===== config.mk =====
export PLATFORM = sky130hd
export DESIGN_NAME = psnr_lane
export DESIGN_NICKNAME = d
export VERILOG_FILES = /design/src/sv/psnr_pkg.sv /design/src/sv/psnr_lane.sv
export SDC_FILE = /design/constraint.sdc
export NUM_CORES = 1
export LEC_CHECK = 0
export BUFFER_PORTS_ARGS = -buffer_cell sky130_fd_sc_hd__buf_4
export CAP_MARGIN = 20
export CORE_UTILIZATION = 25
export DETAILED_ROUTE_END_ITERATION = 10
export PLACE_DENSITY_LB_ADDON = 0.2
export SETUP_SLACK_MARGIN = 0.5
export SLEW_MARGIN = 20
export SYNTH_ARGS = -nofsm -noshare
export SYNTH_HDL_FRONTEND = slang
export SYNTH_SLANG_ARGS = --single-unit

===== constraint.sdc =====
create_clock -name clk -period 8.8 [get_ports clk]
set_clock_uncertainty 0.2 [all_clocks]
set_input_delay 1.76 -clock clk [delete_from_list [all_inputs] [get_ports clk]]
set_output_delay 1.76 -clock clk [all_outputs]
set_load 0.05 [all_outputs]

===== src/sv/psnr_pkg.sv =====
// psnr_pkg: shared types, widths and constants for the image PSNR engine.
// No dependencies; imported by every module of the block.
`default_nettype none

package psnr_pkg;

  // Largest pixel count per image.
  localparam int MAX_PIXELS = 65536;
  localparam int PIX_W      = $clog2(MAX_PIXELS + 1);

  // 3 channels * 255^2: scales the pixel count to the peak-power numerator.
  localparam int N_SCALE = 195075;
  localparam int NS_W    = 18;

  // Width of the error sum and of the scaled count (same upper bound).
  localparam int VAL_W  = $clog2(64'(MAX_PIXELS) * 64'(N_SCALE) + 64'd1);
  // Width seen by the log unit: at least one full mantissa.
  localparam int NORM_W = (VAL_W > 32) ? VAL_W : 32;

  localparam int MANT_W = 32;
  localparam int FRAC_W = 24;
  localparam int EXP_W  = $clog2(NORM_W);
  localparam int LOG_W  = EXP_W + FRAC_W;
  localparam int CNT_W  = 5;

  localparam int SQ_W   = 16;
  localparam int SUM3_W = SQ_W + 2;

  // 256*10*log10(2) in Q.16.
  localparam int K_W = 26;
  localparam logic [K_W-1:0] PSNR_K = K_W'(50504453);
  localparam int PROD_W = LOG_W + K_W;
  localparam int RND_SH = 40;
  localparam int Q_W    = PROD_W + 1 - RND_SH;

  localparam int PSNR_W = 15;
  localparam logic [PSNR_W-1:0] PSNR_MAX = PSNR_W'(32767);

  typedef struct packed {
    logic [7:0] a_blue;
    logic [7:0] a_green;
    logic [7:0] a_red;
    logic [7:0] b_blue;
    logic [7:0] b_green;
    logic [7:0] b_red;
    logic       last_pixel;
  } psnr_in_t;

  typedef struct packed {
    logic [PSNR_W-1:0] psnr_db;
    logic              exact_match;
  } psnr_out_t;

  // Log unit status back to the controller.
  typedef struct packed {
    logic             done;
    logic [LOG_W-1:0] value;
  } psnr_lg_res_t;

  typedef enum logic [1:0] {
    LG_IDLE,
    LG_NORM,
    LG_SQR
  } psnr_lg_state_t;

  typedef enum logic [2:0] {
    ST_ACC,
    ST_MUL,
    ST_LOGS,
    ST_LOGW,
    ST_SCALE,
    ST_FIN
  } psnr_state_t;

endpackage

`default_nettype wire


===== src/sv/psnr_lane.sv =====
// psnr_lane: one channel lane, registered squared difference of two 8-bit samples.
// Depends on psnr_pkg.
`default_nettype none

module psnr_lane (
  input  wire logic                    clk,
  input  wire logic                    en,
  input  wire logic [7:0]              a,
  input  wire logic [7:0]              b,
  output logic [psnr_pkg::SQ_W-1:0]    sq_r
);
  import psnr_pkg::*;

  logic [7:0]      diff;
  logic [SQ_W-1:0] sq_nxt;

  always_comb begin
    diff   = (a > b) ? (a - b) : (b - a);
    sq_nxt = SQ_W'(diff) * SQ_W'(diff);
  end

  always_ff @(posedge clk) begin
    if (en) begin
      sq_r <= sq_nxt;
    end
  end

endmodule

`default_nettype wire


; Yosys cells after proc, flatten, opt, wreduce, memory -nomap -nowiden
; Index checks and enable logic that the tools add are counted.
[word_totals]
reg_bits = 16
in_bits = 18
wordCells = 6
[classes]
add_sub_neg = 2
mul = 1
order_cmp = 1
mux = 1
[op_table]
columns = op, count
row1 = $mul 8x8->16, 1
row2 = $sub 8x8->8, 2
row3 = $gt 8x8->1, 1
row4 = $mux 8, 1

; Depth between registers and ports, before layout
[logic_depth]
ltp_word = 3
ltp_mapped = 26
depth_no_buf = 26

; Worst setup path after synthesis
; Ideal clock, no wire load.
[synth_timing]
path_type = input to register
startpoint = in a[0]
endpoint = reg sq_r[14] (netlist bit) (data pin)
setup_time_ns = 0.259
t_arrival_ns = 6.974
required_time_ns = 8.341
setup_slack_ns = 1.366
stages = 20
path_buffers = 1
path_cell_list = inv_1 ha_1 fa_1 nand3b_1 a21o_1 a31oi_1 nand3b_1 a21bo_2 and2_1 clkbuf_1 nand2b_1 fa_1 inv_1 fa_1 fa_1 fa_1 ha_1 o41ai_1 o21ai_0 xnor2_1
[synth_via]
elab_chain_cells = 3
elab_cells_between_ends = 5
cone_classes = 2 x add/sub / 1 x mul / 1 x order compare / 1 x mux
[synth_rtl]
columns = element, line
row1 = from (decl), psnr_lane.sv:8  ; input wire logic [7:0] a,
row2 = $sub 8x8->8 / $gt 8x8->1 (equally long branches), psnr_lane.sv:18  ; diff = (a > b) ? (a - b) : (b - a);
row3 = $mux 8 *, psnr_lane.sv:18
row4 = $mul 8x8->16 *, psnr_lane.sv:19  ; sq_nxt = SQ_W'(diff) * SQ_W'(diff);
row5 = named net sq_nxt[14], psnr_lane.sv:15  ; logic [SQ_W-1:0] sq_nxt;
row6 = to (signal assigned), psnr_lane.sv:24  ; sq_r <= sq_nxt;
row7 = to (decl), psnr_lane.sv:10  ; output logic [psnr_pkg::SQ_W-1:0] sq_r
; The timed path passes the listed nets; every way through them passes the cells marked *.
; A chain may end at the register's enable or synchronous reset.

; Worst setup path after layout
[layout_timing]
startpoint = in a[5]
endpoint = reg sq_r[14] (netlist bit) (data pin)
; Same word-level chain as after synthesis.

==> impl_metrics.toml <==
[status]
status = "finished clean"

[setup_path]
cpMostUsedCell = "fa_1"
worstPathRequired_ns = 8.59
crit_path_end_kind = "flip-flop"
startpoint_type = "input port"
cp_max_fo = 9
critPathKind = "input port to flip-flop"
path_cells = "buf_4 > inv_1 > ha_1 > a211o_2 > o211ai_1 > a31o_1 > mux2i_1 > xor2_1 > inv_1 > nand2b_1 > fa_1 > inv_1 > fa_1 > fa_1 > fa_1 > ha_1 > o41ai_1 > o21ai_0 > xnor2_1"
crit_slowest_cell = "o41ai_1"
crit_arrival_ns = 7.69
slowest_delay_ns = 0.68

[yosys]
ys.flop_type = "edfxtp_1"
synth_top_area_cell = "ha_1"
synth_top_area_share_pct = 20.5
yosysWarnings = 0
seq_area_frac_synth_pct = 16.1
syn_nets = 402
synthXorXnorAreaFrac_pct = 8.04
postSynthCellCount = 313
synth_top_cells_by_count = "inv_1, ha_1, nor2_1, fa_1, xnor2_1"
synth_edf_count = 15
synthMuxAreaShare_pct = 2.14
yosysMostFrequentCell = "inv_1"
synth_area_leaders = "ha_1, fa_1, edfxtp_1"
avgSynthCellArea_sq_um = 8.95
synthAdderAreaFrac_pct = 38.4
synth_compound_area_share_pct = 11.4
synth_top_family_by_area = "adder cells"
netlist-cell-type-count = 45
synth_area_sq_um = 2800
async_flop_share_pct = 0
synth-simple-area-share_pct = 13.9
synth_seq_cells = 15

[place]
placed_cell_area_sq_um = 3170
gp_congestion = 0.777
io_buffers = 32
dp_hpwl_um = 4600

[timing]
maxSlewViolCount = 0
setup_viol = 0
max_slew.worst_pin.slew_ns = 0.697
setup_tns_ns = 0
max_freq_mhz = 127
rsz0062_at_grt = "false"
worst_slew_margin_rel_pct = 52.9
layout_min_cycle_time_ns = 7.90
hold_viol = 0
post-route-period-util_pct = 89.8

[cells_and_area]
areaGrowthSynthToFinish_pct = 14.9
nNetsFinal = 432
top_register = "sq_r"
antenna_cells = 0
largest_reg_flops = 15
fin_area_sq_um = 3220
top_regs = "sq_r x15"
fill_cells = 1140
drive_above_1_share_pct = 13.5

[drt]
vias = 2027
wl_um = 5300
drtIter0Drc = 45
avgViaCountPerCell = 4.21
dr.pass1.iters = 4
wl_per_cell_um = 11.0
post-route-drc-count = 0
postRouteAntennaNets = 0

[clocking]
ctsResizeCount = 0
cts_tree = "built"
root_buffer = "clkbuf_8"
clock_tree.buffer_depth = 2
cts_buffers = 3
htreeDepth = 1
cts_hold_buf = 0
clkSinkCount = 15
post_cts_buffers = 0
cts.clk_slew.worst_paths_ns = 0.05

[worst_hold_path]
hold_path_end = "sq_r[3]"
whs_path_depth = 1
hold_start = "en"
worstHoldPathType = "input port to flip-flop"

[die]
rows = 38
initial_core_util_pct = 25.7
core-area_sq_um = 10900
die_w_um = 108
floorplan.die_area_sq_um = 11600
die_y_um = 108
io_pins = 34

[flow_run]
cap_violations = 0

[grt]
grt_usage_pct = 10.0
grt_overflow = 0
grt_first_pass_wirelength_um = 9380
antenna_found_initial = 0
grt_max_degree = 16
grt_pass1_vias = 2058
-- worst max path at each step --
stage | start | to | slack (ns) | cells after the start
after global routing | a[0] | sq_r[14] | 0.52 | 25
after global placement | a[5] | sq_r[14] | 0.69 | 24
after floorplan | a[0] | sq_r[14] | 1.37 | 20
final | a[5] | sq_r[14] | 0.90 | 19
after detailed placement | a[0] | sq_r[14] | 0.64 | 20
after CTS | a[0] | sq_r[14] | 0.88 | 20
-- cell families after synthesis --
logic type | after synthesis
adders and majority gates | 71
buffers and inverters | 68
other | 1
xor gates and xnor gates | 24
muxes | 6
DFF | 15
and+or+nand+nor | 79
AOI/OAI and AO/OA | 49
-- metrics by stage --
stage	hold WS, ns	setup WS [ns]	instances	util, %
CTS	1.68	0.875	482	29.6
detailed placement	1.93	0.639	478	29.2
global route	1.68	0.522	482	29.6
finish	1.67	0.899	482	29.6
floorplan	1.67	1.37	313	-
global placement	1.93	0.688	478	29.2
-- per-layer routing --
metal	GRT usage [%]	up-vias	wire length, um
met3	0.545	2	89
met5	0	-	0
li1	-	1083	-
met2	17.3	25	2410
met4	2.94	0	41
met1	13.4	917	2760
-- layout make-up --
type                       count  area (sq um)  area share [%]
clock buffer                   4          45.0            1.40
timing repair buffer          33           248            7.70
inverter                      60           225            7.00
sequential                    15           450            14.0
multi-input combinational    230          2080            64.5
tap                          140           175            5.44
-- cell usage in the layout, fill, tap and decap left out, drive strengths merged, types with 3 or more instances in the layout --
master / instances
xnor2: 17
xor2: 7
mux2i: 6
edfxtp: 15
o21ai: 10
nand2b: 7
a21oi: 16
nand4: 6
fa: 25
clkbuf: 4
nor2: 36
inv: 60
buf: 33
nand2: 8
a21o: 3
nor3: 4
and2: 3
ha: 46
o21a: 4
nor2b: 5
nand3b: 4
-- worst max-delay path: cells and delay by family --
family                   cells  cell delay [ns]
AND/OR/NAND/NOR              1             0.14
AO/OA/AOI/OAI                5             1.80
adder cells (fa/ha/maj)      6             2.51
multiplexers                 1             0.27
XOR/XNOR                     2             0.75
buffers and inverters        4             0.45
Power is not shown: default switching activity piles up to over one toggle a cycle in this logic, so the estimate is an artifact.
