$ cat src/sv/psnr_pkg.sv
// psnr_pkg: shared types, widths and constants for the image PSNR engine.
// No dependencies; imported by every module of the block.
`default_nettype none

package psnr_pkg;

  // Largest pixel count per image.
  localparam int MAX_PIXELS = 65536;
  localparam int PIX_W      = $clog2(MAX_PIXELS + 1);

  // 3 channels * 255^2: scales the pixel count to the peak-power numerator.
  localparam int N_SCALE = 195075;
  localparam int NS_W    = 18;

  // Width of the error sum and of the scaled count (same upper bound).
  localparam int VAL_W  = $clog2(64'(MAX_PIXELS) * 64'(N_SCALE) + 64'd1);
  // Width seen by the log unit: at least one full mantissa.
  localparam int NORM_W = (VAL_W > 32) ? VAL_W : 32;

  localparam int MANT_W = 32;
  localparam int FRAC_W = 24;
  localparam int EXP_W  = $clog2(NORM_W);
  localparam int LOG_W  = EXP_W + FRAC_W;
  localparam int CNT_W  = 5;

  localparam int SQ_W   = 16;
  localparam int SUM3_W = SQ_W + 2;

  // 256*10*log10(2) in Q.16.
  localparam int K_W = 26;
  localparam logic [K_W-1:0] PSNR_K = K_W'(50504453);
  localparam int PROD_W = LOG_W + K_W;
  localparam int RND_SH = 40;
  localparam int Q_W    = PROD_W + 1 - RND_SH;

  localparam int PSNR_W = 15;
  localparam logic [PSNR_W-1:0] PSNR_MAX = PSNR_W'(32767);

  typedef struct packed {
    logic [7:0] a_blue;
    logic [7:0] a_green;
    logic [7:0] a_red;
    logic [7:0] b_blue;
    logic [7:0] b_green;
    logic [7:0] b_red;
    logic       last_pixel;
  } psnr_in_t;

  typedef struct packed {
    logic [PSNR_W-1:0] psnr_db;
    logic              exact_match;
  } psnr_out_t;

  // Log unit status back to the controller.
  typedef struct packed {
    logic             done;
    logic [LOG_W-1:0] value;
  } psnr_lg_res_t;

  typedef enum logic [1:0] {
    LG_IDLE,
    LG_NORM,
    LG_SQR
  } psnr_lg_state_t;

  typedef enum logic [2:0] {
    ST_ACC,
    ST_MUL,
    ST_LOGS,
    ST_LOGW,
    ST_SCALE,
    ST_FIN
  } psnr_state_t;

endpackage

`default_nettype wire

$ cat src/sv/psnr_log2.sv
// psnr_log2: iterative log2 in Q.FRAC_W, truncated.
// Binary-search normalization, then one mantissa squaring per cycle. Depends on psnr_pkg.
`default_nettype none

module psnr_log2 (
  input  wire logic                        clk,
  input  wire logic                        rst_n,
  input  wire logic                        start,
  input  wire logic [psnr_pkg::NORM_W-1:0] value,
  output psnr_pkg::psnr_lg_res_t           res
);
  import psnr_pkg::*;

  psnr_lg_state_t      state_r, state_nxt;
  logic [NORM_W-1:0]   x_r, x_nxt;
  logic [EXP_W-1:0]    sh_r, sh_nxt;
  logic [CNT_W-1:0]    cnt_r, cnt_nxt;
  logic [MANT_W-1:0]   mant_r, mant_nxt;
  logic [FRAC_W-1:0]   frac_r, frac_nxt;
  logic                done_r, done_nxt;
  logic [LOG_W-1:0]    value_r, value_nxt;

  logic [EXP_W-1:0]    amt;
  logic [EXP_W:0]      top_sh;
  logic                top_zero;
  logic [2*MANT_W-1:0] sq;
  logic [MANT_W:0]     sq_t;
  logic [EXP_W-1:0]    expo;

  always_comb begin
    amt       = EXP_W'(1) << cnt_r;
    top_sh    = (EXP_W+1)'(NORM_W) - (EXP_W+1)'(amt);
    top_zero  = ((x_r >> top_sh) == '0);
    sq        = (2*MANT_W)'(mant_r) * (2*MANT_W)'(mant_r);
    sq_t      = sq[2*MANT_W-1:MANT_W-1];
    expo      = EXP_W'(NORM_W - 1) - sh_r;

    state_nxt = state_r;
    x_nxt     = x_r;
    sh_nxt    = sh_r;
    cnt_nxt   = cnt_r;
    mant_nxt  = mant_r;
    frac_nxt  = frac_r;
    done_nxt  = 1'b0;
    value_nxt = value_r;

    case (state_r)
      LG_IDLE: begin
        if (start) begin
          x_nxt     = value;
          sh_nxt    = '0;
          cnt_nxt   = CNT_W'(EXP_W - 1);
          state_nxt = LG_NORM;
        end
      end
      LG_NORM: begin
        if (top_zero) begin
          x_nxt  = x_r << amt;
          sh_nxt = sh_r + amt;
        end
        if (cnt_r == '0) begin
          mant_nxt  = x_nxt[NORM_W-1 -: MANT_W];
          frac_nxt  = '0;
          cnt_nxt   = CNT_W'(FRAC_W - 1);
          state_nxt = LG_SQR;
        end else begin
          cnt_nxt = cnt_r - 1'b1;
        end
      end
      LG_SQR: begin
        // squared mantissa >= 2 sets this fraction bit and renormalizes
        if (sq_t[MANT_W]) begin
          mant_nxt = sq_t[MANT_W:1];
        end else begin
          mant_nxt = sq_t[MANT_W-1:0];
        end
        frac_nxt = {frac_r[FRAC_W-2:0], sq_t[MANT_W]};
        if (cnt_r == '0) begin
          value_nxt = {expo, frac_nxt};
          done_nxt  = 1'b1;
          state_nxt = LG_IDLE;
        end else begin
          cnt_nxt = cnt_r - 1'b1;
        end
      end
      default: begin
        state_nxt = LG_IDLE;
      end
    endcase
  end

  always_ff @(posedge clk) begin
    if (!rst_n) begin
      state_r <= LG_IDLE;
      done_r  <= 1'b0;
    end else begin
      state_r <= state_nxt;
      done_r  <= done_nxt;
    end
  end

  always_ff @(posedge clk) begin
    x_r     <= x_nxt;
    sh_r    <= sh_nxt;
    cnt_r   <= cnt_nxt;
    mant_r  <= mant_nxt;
    frac_r  <= frac_nxt;
    value_r <= value_nxt;
  end

  assign res.done  = done_r;
  assign res.value = value_r;

endmodule

`default_nettype wire
$ cat config.mk
export PLATFORM = sky130hd
export DESIGN_NAME = psnr_log2
export DESIGN_NICKNAME = d
export VERILOG_FILES = /design/src/sv/psnr_pkg.sv /design/src/sv/psnr_log2.sv
export SDC_FILE = /design/constraint.sdc
export NUM_CORES = 2
export LEC_CHECK = 0
export ABC_AREA = 0
export ABC_CLOCK_PERIOD_IN_PS = 21300
export BUFFER_PORTS_ARGS = -buffer_cell sky130_fd_sc_hd__buf_2
export CAP_MARGIN = 20
export CORE_UTILIZATION = 40
export CTS_CLUSTER_DIAMETER = 30
export DETAILED_ROUTE_END_ITERATION = 8
export GPL_TIMING_DRIVEN = 0
export PLACE_DENSITY = 0.52
export SETUP_SLACK_MARGIN = 0.2
export SLEW_MARGIN = 0
export SYNTH_ARGS = -nofsm -noshare
export SYNTH_HDL_FRONTEND = slang
export SYNTH_SLANG_ARGS = --single-unit
$ cat constraint.sdc
create_clock -name clk -period 21.3 [get_ports clk]
set_input_delay 0 -clock clk [delete_from_list [all_inputs] [get_ports clk]]
set_output_delay 0 -clock clk [all_outputs]
set_load 0.03 [all_outputs]
After elaboration in Yosys (flattened, before gate mapping)
Index checks and enable logic that the tools add are counted.
{"block": "word_totals", "register_bits": 133, "input_bits": 37}
{"block": "op_classes", "n_addsub": 4, "multipliers": 1, "eq_ne": 7, "shift": 3, "muxes": 20, "n_reduce_logical": 13}
{"op": "$mux 34", "count": 2}
{"op": "$pmux 34 s2", "count": 1}
{"op": "$mul 32x32->64", "count": 1}
{"op": "$mux 32", "count": 2}
{"op": "$pmux 32 s2", "count": 1}
{"op": "$pmux 23 s2", "count": 1}
{"op": "$logic_not 34->1", "count": 1}
{"op": "$shl 34x6->34", "count": 1}
{"op": "$shr 34x7->34", "count": 1}
{"op": "$mux 23", "count": 1}
{"op": "$mux 5", "count": 3}
{"op": "$pmux 5 s3", "count": 1}
{"op": "$mux 6", "count": 2}
{"op": "$pmux 6 s2", "count": 1}
{"op": "$ne 2x2->1 const B", "count": 5}
{"op": "$reduce_and 3->1", "count": 3}
{"op": "$reduce_and 2->1", "count": 4}
{"op": "$sub 6x6->7 const A", "count": 1}
{"op": "$add 6x6->6", "count": 1}
{"op": "$mux 2", "count": 3}
{"op": "$pmux 2 s3", "count": 1}
{"op": "$shl 1x5->6 const A", "count": 1}
{"op": "$sub 6x6->6 const A", "count": 1}
{"op": "$logic_not 5->1", "count": 1}
{"op": "7 further kinds", "count": 8}

Longest topological paths before layout
{"block": "logic_depth", "ltp_word": 7, "ltp_mapped": 33, "mapped_depth_nobuf": 28}

Least setup slack after synthesis
OpenSTA, ideal clock, no wires.
{"block": "synth_path", "path_type": "flip-flop to flip-flop", "startpoint": "reg mant_r[26]", "endpoint": "reg mant_r[17], data pin", "arrival_time_ns": 7.924, "required_ns": 21.025, "path_slack_ns": 13.101, "stages_incl_launch_ff": 28, "n_path_buf": 5, "synth_period_minus_slack_ns": 8.199, "cell_sequence": "edfxtp_1 -> clkbuf_1 -> clkbuf_1 -> nand2_1 -> fa_1 -> fa_1 -> inv_1 -> fa_1 -> inv_1 -> fa_1 -> inv_1 -> fa_1 -> fa_1 -> fa_1 -> inv_1 -> fa_1 -> inv_1 -> ha_1 -> clkbuf_1 -> nand3_1 -> or4_1 -> a2111oi_0 -> o2111ai_1 -> nand4_1 -> buf_2 -> buf_1 -> mux2i_1 -> mux2i_1"}
{"block": "synth_between", "elab_chain_cells": 3}
{"item": "start: declaration", "line": "psnr_log2.sv:18", "source": "logic [MANT_W-1:0] mant_r, mant_nxt;"}
{"item": "start signal: assignment", "line": "psnr_log2.sv:106", "source": "mant_r <= mant_nxt;"}
{"item": "$mul 32x32->64", "line": "psnr_log2.sv:34", "source": "sq = (2*MANT_W)'(mant_r) * (2*MANT_W)'(mant_r);"}
{"item": "$mux 32", "line": "psnr_log2.sv:72", "source": "if (sq_t[MANT_W]) begin"}
{"item": "$pmux 32 s2", "line": "psnr_log2.sv:47", "source": "case (state_r)"}
{"item": "via mant_nxt[17]", "line": "psnr_log2.sv:18"}
The timed path passes the listed nets, and every way through them passes these cells.
A chain may end at the register's enable or synchronous reset.

Final worst setup path
{"block": "layout_path", "startpoint": "reg mant_r[14]", "endpoint": "reg mant_r[17], data pin"}
The elaborated chain is that of the path after synthesis.

==> flow_summary.ini <==
[status]
status = complete, no violations

[setup_path]
reg2reg_from = mant_r[14]
slowest_delay_ps = 1000
end_kind = flip-flop
cp_slowest_cell = a2111oi_1
worst-path-max-fanout = 10
critPathRequiredTime_ps = 21470
path_common_cell = fa_1
critPathTopFamily = adder cells
cp.buffers_inverters = 9
cp-start-kind = flip-flop
path_class = reg -> reg
arrival_ps = 11440
crit_start = mant_r[14]

[yosys]
synthTopCellsByCount = inv_1 (1010), fa_1 (792), nand2_1 (370), ha_1 (312), and2_1 (255)
synthArstFlopShare_pct = 0
synthCells = 4090
synthFlopType = edfxtp_1
postSynthAreaPerCell_um2 = 9.35
yosysSeqAreaShare_pct = 10.4
synthesis.area_um2 = 38200
synth-edff-count = 130
yosysUniqueCellTypes = 82
yosysWarningCount = 0
ys_ff_latch = 133
yosysMostFrequentCell = inv_1
synth_area_leaders = fa_1 (41%), edfxtp_1 (10%), ha_1 (10%)
synth_top_area_share_pct = 41.5
synth_top_area_cell = fa_1
synth_fp_nets = 5231

[final_layout]
stdcell_area_um2 = 41500
finalNetCount = 5373
final.fill_count = 9405
drive_above_1_share_pct = 4.97
syn2layout_area_growth_pct = 8.66
multi_input_area_um2 = 29600
seqCellArea_um2 = 3960
final_cell_count_no_fill = 5517

[route]
wirelength_mm = 135
drc = 0
drt_iter0_drc = 2483
antenna_left = 0
wl_per_cell_um = 24.5
first_pass_iters = 5
vias = 29210
vias_per_cell = 5.29

[place]
dpl_cell_area_um2 = 40500
hpwl_mm = 112
place.port_buffers = 67
dp_cells = 5438
gp_congestion = 0.985

[sta]
hold_viol = 0
fin_crit_ps = 11270
skew_ps = 13.6
rsz0062_at_grt = false
setup_tns_ps = 0
slew_viol_final = 0
period_share_pct = 52.9
finalSetupViolations = 0
fmax_ghz = 0.0887
relSlewSlack_pct = 16.5
fin_hold_ws_ps = 300
tightest_slew_ps = 1250

[floorplanning]
rows = 113
core_um2 = 94900
die_h_um = 311
initial_core_util_pct = 40.3
die_area_um2 = 96800
die_w_um = 311
pin_count = 68

[global_route]
grt_pass1_vias = 31177
grt_pass1_wl_mm = 203
overflow = 0
grt_start_max_net_pins = 33
antenna_found_initial = 5
grtUsageTotal_pct = 28.5

[clock_tree]
cts.sink_count = 133
cts-root-buf = clkbuf_16
clkTransAtPathRegs_ps = 80
cts_buffers = 17
cts_tree = done
clk-insertion-delay-late_ps = 460
post_cts_buffers = 0
htree_levels = 4
clk_path_buf_depth = 2
cts.repair.resized = 0

[job]
drv_cap = 0

[worst_hold_path]
hold_path_class = in -> reg
hold_start = rst_n
[per-stage QoR]
step,setup slack (ps),utilization [%]
after global placement,9680,42.3
after floorplan,13100,-
after CTS,10080,43.7
after detailed placement,10140,42.7
final,10030,43.8
after global routing,9630,43.8
[worst reg2reg max path: cells and delay by family, from the launching register on]
family                     cells  cell delay [ps]
buffers and inverters          9             2690
and+or+nand+nor                3              440
DFF                            1              790
AOI/OAI and AO/OA              6             1960
muxes                          2              390
adders and majority gates      9             4720
[area by class of cell]
| cell class | count | area share (%) |
|---|---|---|
| diodes | 7 | 0.0422 |
| well taps | 1265 | 3.81 |
| repair buffers | 123 | 2.51 |
| multi-input cells | 2735 | 71.3 |
| flip-flops and latches | 133 | 9.54 |
| clock inverters | 15 | 0.506 |
| clock buffers | 17 | 1.02 |
| plain buffers | 207 | 2.13 |
| inverters | 1015 | 9.17 |
[kinds of logic (layout without fill, tap and decap cells)]
kind of cell / after synthesis / after routing / share of synthesized area, %
compound gates: 485 / 485 / 8.10
flops: 133 / 133 / 10.4
buf+inv: 1222 / 1377 / 12.3
xor+xnor: 89 / 89 / 2.09
fa+ha+maj: 1104 / 1104 / 51.7
simple gates: 947 / 947 / 11.9
other cells: 0 / 7 / 0
mux: 110 / 110 / 3.54
[placed cells by master (no fill, tap or decap), drive strengths merged, types with 40 or more instances in the layout]
cell type and n:
a21oi 164, and2 255, buf 116, clkbuf 194
edfxtp 130, fa 792, ha 312, inv 1020
mux2i 78, nand2 372, nor2 172, o21ai 89
xnor2 49, xor2 40
[what timing repair did]
| item | CTS | global route |
|---|---|---|
| hold buffers | 36 | 0 |
| endpoints found under the hold margin | 37 | 0 |
| setup endpoints to repair | 0 | 0 |
[final timing paths]
check / to / slack (ps) / cells past startpoint
worst max-delay path: mant_r[17] / 10030 / 29
worst min-delay path: state_r[1] / 300 / 3
worst max register to register: mant_r[17] / 10030 / 29
worst min register to register: value_r[23] / 420 / 0
[sequential cells by signal (all words and copies together), names as in the netlist]
name / count
state_r: 2
cnt_r: 5
sh_r: 6
mant_r: 32
frac_r: 23
x_r: 34
done_r: 1
value_r: 30
[routing by layer]
metal | global-route usage [%] | share of wire, % | up-vias
li1 | - | - | 12905
met1 | 39.0 | 42 | 14926
met2 | 45.1 | 46 | 1130
met3 | 5.75 | 7.8 | 247
met4 | 9.94 | 3.8 | 2
met5 | 0 | 0.010 | -
Power is not shown: default switching activity piles up to over one toggle a cycle in this logic, so the estimate is an artifact.
